--- config.mk ---
export PLATFORM = sky130hd
export DESIGN_NAME = epm_mul
export DESIGN_NICKNAME = d
export VERILOG_FILES = /design/src/hdl/epm_mul.sv
export SDC_FILE = /design/constraint.sdc
export NUM_CORES = 2
export LEC_CHECK = 0
export BUFFER_PORTS_ARGS = -buffer_cell sky130_fd_sc_hd__buf_2
export CAP_MARGIN = 25
export CORE_MARGIN = 4
export CORE_UTILIZATION = 66
export CTS_CLUSTER_DIAMETER = 30
export DETAILED_ROUTE_END_ITERATION = 10
export GPL_TIMING_DRIVEN = 0
export PLACE_DENSITY_LB_ADDON = 0.3
export SLEW_MARGIN = 10
export SYNTH_ARGS = -nofsm -noshare
export SYNTH_HDL_FRONTEND = slang
export SYNTH_SLANG_ARGS = --single-unit
--- constraint.sdc ---
create_clock -name clk -period 9 [get_ports clk]
set_input_delay 1.35 -clock clk [delete_from_list [all_inputs] [get_ports clk]]
set_output_delay 1.35 -clock clk [all_outputs]
set_load 0.02 [all_outputs]
--- src/hdl/epm_mul.sv ---
`timescale 1ns / 1ps
// ----------------------------------------------------------------------------
// epm_mul: shared Q2.30 multiplier
// Registered 32x32 product, then round-half-up back to Q2.30.
// ----------------------------------------------------------------------------
module epm_mul (
	input  logic               clk,
	input  logic signed [31:0] a,
	input  logic signed [31:0] b,
	output logic signed [31:0] q
);

	logic signed [63:0] prod_s1;
	logic signed [63:0] rnd;

	always_ff @(posedge clk) begin
		prod_s1 <= a * b;
	end

	// floor((p + 2^29) / 2^30); values stay within Q2.30 range
	assign rnd = prod_s1 + 64'sd536870912;
	assign q   = rnd[61:30];

endmodule

# Yosys cells after proc, flatten, opt, wreduce, memory -nomap -nowiden
# Index checks and enable logic that the tools add are counted.
# totals
reg_bits	62
inputBits	65
output_inout_bits	32
word_cells	3
# op_classes
n_addsub	1
mul	1
# ops
cell	n
$add A62 B31 Y62 const B	1
$mul A32 B32 Y62	1

# Logic depth before layout (Yosys ltp)
# logic_depth
depth_word	1
depth_mapped	28

# Worst setup path after synthesis
# Ideal clock, no wire load.
# synth_timing
path_type	input to register
startpoint	input a[31]
endpoint	register prod_s1[61]
t_arrival_ps	8317
required_ps	8877
setup_slack_ps	560
stages	28
path_cell_list	clkbuf_1 -> nand2_1 -> inv_1 -> fa_1 -> inv_1 -> fa_1 -> inv_1 -> fa_1 -> fa_1 -> inv_1 -> fa_1 -> inv_1 -> fa_1 -> inv_1 -> fa_1 -> fa_1 -> inv_1 -> ha_1 -> a21o_1 -> a21o_1 -> a21oi_1 -> nor2b_1 -> o21a_1 -> o21ai_0 -> nand2b_1 -> a21oi_1 -> o31ai_1 -> xnor2_1
# synth_via
elab_chain_len	1
# synth_lines
element	line	text
from (decl)	8	input logic signed [31:0] a,
$mul A32 B32 Y62	17	prod_s1 <= a * b;
to (signal assigned)	17	
to (decl)	13	logic signed [63:0] prod_s1;
# Every way passes these cells.

# Worst setup path after layout
# layout_timing
startpoint	input b[29]
endpoint	register prod_s1[60]
# layout_via
elab_chain_len	1
# layout_lines
element	line	text
from (decl)	9	input logic signed [31:0] b,
$mul A32 B32 Y62	17	
# Every way passes these cells.

==> results.md <==
- Share of flip-flops with an asynchronous set or reset: 0
- Fraction of synthesized cell area taken by the top area cell type: 0.5900
- Yosys cell types: between 40 and 50
- Post-DRT Antenna Nets: 0
- Design area: between 30000 and 40000 µm²
- Master cell of the clock root buffer: clkbuf_16
- Outcome: finished with violations
- Placed Instance Area: 37360 µm²
- Mean instance size in the synthesized netlist: 9.484 µm²
- Worst slew pin tran: 0.9894 ns
- Length of the first detailed-routing pass in iterations: 6
- Pins over their slew limit: 0
- Height of the die: roughly 240 µm
- Register bank with the most flops: prod_s1
- Via count of the first global-routing pass: a little over 30000
- Setup ws final: -0.02094 ns
- Initial detailed-routing violation count: between 2000 and 3000
- Violated checks: setup timing
- CP Class: in2reg
- Endpoint kind of the worst setup timing path: register
- Seq/Total Area, Yosys: 0.01835
- EDFF count, synth: 0
- Fmax: between 100 and 150 MHz
- Biggest registers after layout: prod_s1 x33
- Flip-flop count of the largest register after layout: 33
- Crit Path Max Fanout: 15
- Leading register cell type out of synthesis: dfxtp_1
- Utilization after layout: 0.7080
- Die footprint: ~60000 µm²
- Per-cell routed wire length: about 27 µm
- Number of CTS-inserted buffers: 5
- Slew Limit Headroom: 0.3404
- Initial core utilization: 0.6676
- Final critical-path share of the clock period: 1.002
- Width of the die: 241.6 µm
- Core Box Area: roughly 54000 µm²
- Largest net degree at the start of global routing: 19
- Required arrival time at the worst endpoint: 9.22 ns
- Number of DRC violations after detailed routing: 0
- Worst endpoint data arrival time: between 9 and 10 ns
- Number of placed I/O pins: 97
- Synth area leaders: fa_1 (59%), inv_1 (9.8%), and2_1 (8.9%)
- Combined global-route utilization of all metal layers: 0.4471
- Average vias per placed instance: 5.969
- TritonCTS clock tree: done
- Hold buffer count at CTS: 0
- Number of cell rows: between 80 and 90
- Final period demand of the worst path: between 9 and 10 ns
- NumNets Final: between 5000 and 6000
- Area of the mapped netlist: 36000 µm²
- RSZ-0062 raised after global routing: true
- Hold crit path type: in2reg
- Final setup violation count: 1
- Critical Path Source Type: primary input
- H-tree Lvls: 2
- Number of flip-flops and latches in the synthesized netlist: 33
- Area grow syn2layout: 6.048%
- Last weighted congestion value of the routability-driven placer: approximately 1.1
- First-pass GRT wire length: roughly 190 mm
- Congestion Overflow GR: 0
- Worst hold start: a[0]
- Placed wire-length estimate after detailed placement: ~110 mm
- Clk buf depth: 2
- Critical Path Start: b[29]
- Max capacitance violation total: 0
- Total vias in the final route: roughly 28000
- Clock transition at the registers of the reported paths: 0.06 ns
- Syn Nets: between 5000 and 6000
- Fraction of final layout cells with drive strength greater than 1: 0.08231
- Number of cells produced by synthesis: about 3800
- Final Hold Viols: 0
- Yosys warning total: 0
- Setup Slack @ Placement: -1.545 ns
- Number of sinks driven by the clock tree: 33
- Input/output buffers: 96
- Filler instances: around 4200
- Most area-hungry cell type in the Yosys netlist: fa_1
- Number of antenna violations at the first check in global routing: 13
- Drt total wl: 126.4 mm
synthesized netlist by cell type (12+ instances only):
library cell,n
a21o_1,31
a21oi_1,46
and2_1,512
and3_1,13
clkbuf_1,199
dfxtp_1,33
fa_1,1061
ha_1,178
inv_1,941
nand2_1,511
nand2b_1,12
nand3_1,21
nand4_1,19
nor2_1,20
nor2b_1,31
o21ai_0,25
xnor2_1,60
xor2_1,25
worst max-delay path: stages:
cell and delay (ns):
buf_2 0.52, clkbuf_1 0.60, and2_1 0.26, fa_1 0.43
fa_1 0.52, fa_1 0.42, fa_1 0.47, fa_1 0.57
fa_1 0.44, fa_1 0.48, inv_1 0.05, fa_1 0.48
inv_1 0.04, ha_1 0.36, a21o_1 0.21, a21o_1 0.17
a21oi_1 0.34, and3_1 0.27, a211oi_2 0.10, or3_4 0.43
o311a_4 0.34, a211oi_2 0.20, xnor2_1 0.14
layout make-up:
cell class | count | area [µm²] | share of cell area
antenna | 3 | 7.507 | 0.0001966
buffer | 197 | 1087 | 0.02848
clock buffer | 5 | 125.1 | 0.003277
clock inverter | 3 | 46.29 | 0.001213
inverter | 941 | 3540 | 0.09272
multi-input combinational | 2623 | 31240 | 0.8182
sequential | 33 | 660.6 | 0.01730
tap | 696 | 870.8 | 0.02281
timing repair buffer | 110 | 603.1 | 0.01580
cells in the final DEF (no fill, tap or decap), drive strengths merged, types with 20 or more instances in the layout:
| cell type | count |
|---|---|
| nor2 | 20 |
| ha | 178 |
| dfxtp | 33 |
| nor2b | 31 |
| nand2 | 511 |
| clkbuf | 176 |
| and2 | 513 |
| xnor2 | 60 |
| o21ai | 28 |
| a21o | 32 |
| nand3 | 21 |
| inv | 939 |
| a21oi | 46 |
| fa | 1061 |
| buf | 136 |
| xor2 | 25 |
layer usage:
metal / vias to the layer above / part of all wire / GRT usage
li1: 10985 / - / -
met1: 14056 / 0.33 / 0.5336
met2: 1837 / 0.45 / 0.6938
met3: 630 / 0.11 / 0.1028
met4: 16 / 0.12 / 0.3768
met5: - / 0.00078 / 0
through the flow:
stage          TNS [ns]  cells  hold WS [ns]
6_report       -0.02094   4611         1.897
5_1_grt        -0.01934   4608         1.924
4_1_cts               0   4599         1.892
3_5_place_dp     -28.16   4590         1.878
3_3_place_gp     -37.94   4588         1.860
2_1_floorplan         0   3796         1.806
final timing paths:
kind	to	slack (ns)	depth (start not counted)
worst min-delay path	prod_s1[29]	1.90	6
worst max-delay path	prod_s1[60]	-0.02	23
kinds of logic (layout without fill, tap and decap cells):
| family | Yosys count | in the layout | share of synthesized area |
|---|---|---|---|
| fa+ha+maj | 1239 | 1239 | 0.6519 |
| simple gates | 1158 | 1158 | 0.1644 |
| buf+inv | 1140 | 1256 | 0.1189 |
| compound gates | 141 | 141 | 0.02582 |
| xor+xnor | 85 | 85 | 0.02068 |
| flops | 33 | 33 | 0.01835 |
| other cells | 0 | 3 | 0 |
timing repair:
action,CTS,global route
endpoints found under the setup margin,30,14
pin swaps,3,7
setup buffers,3,8
resized for setup,159,207
Power is left out: the tool's default activity adds up to more than one toggle a clock period on the data nets, which glitch-free logic cannot reach.
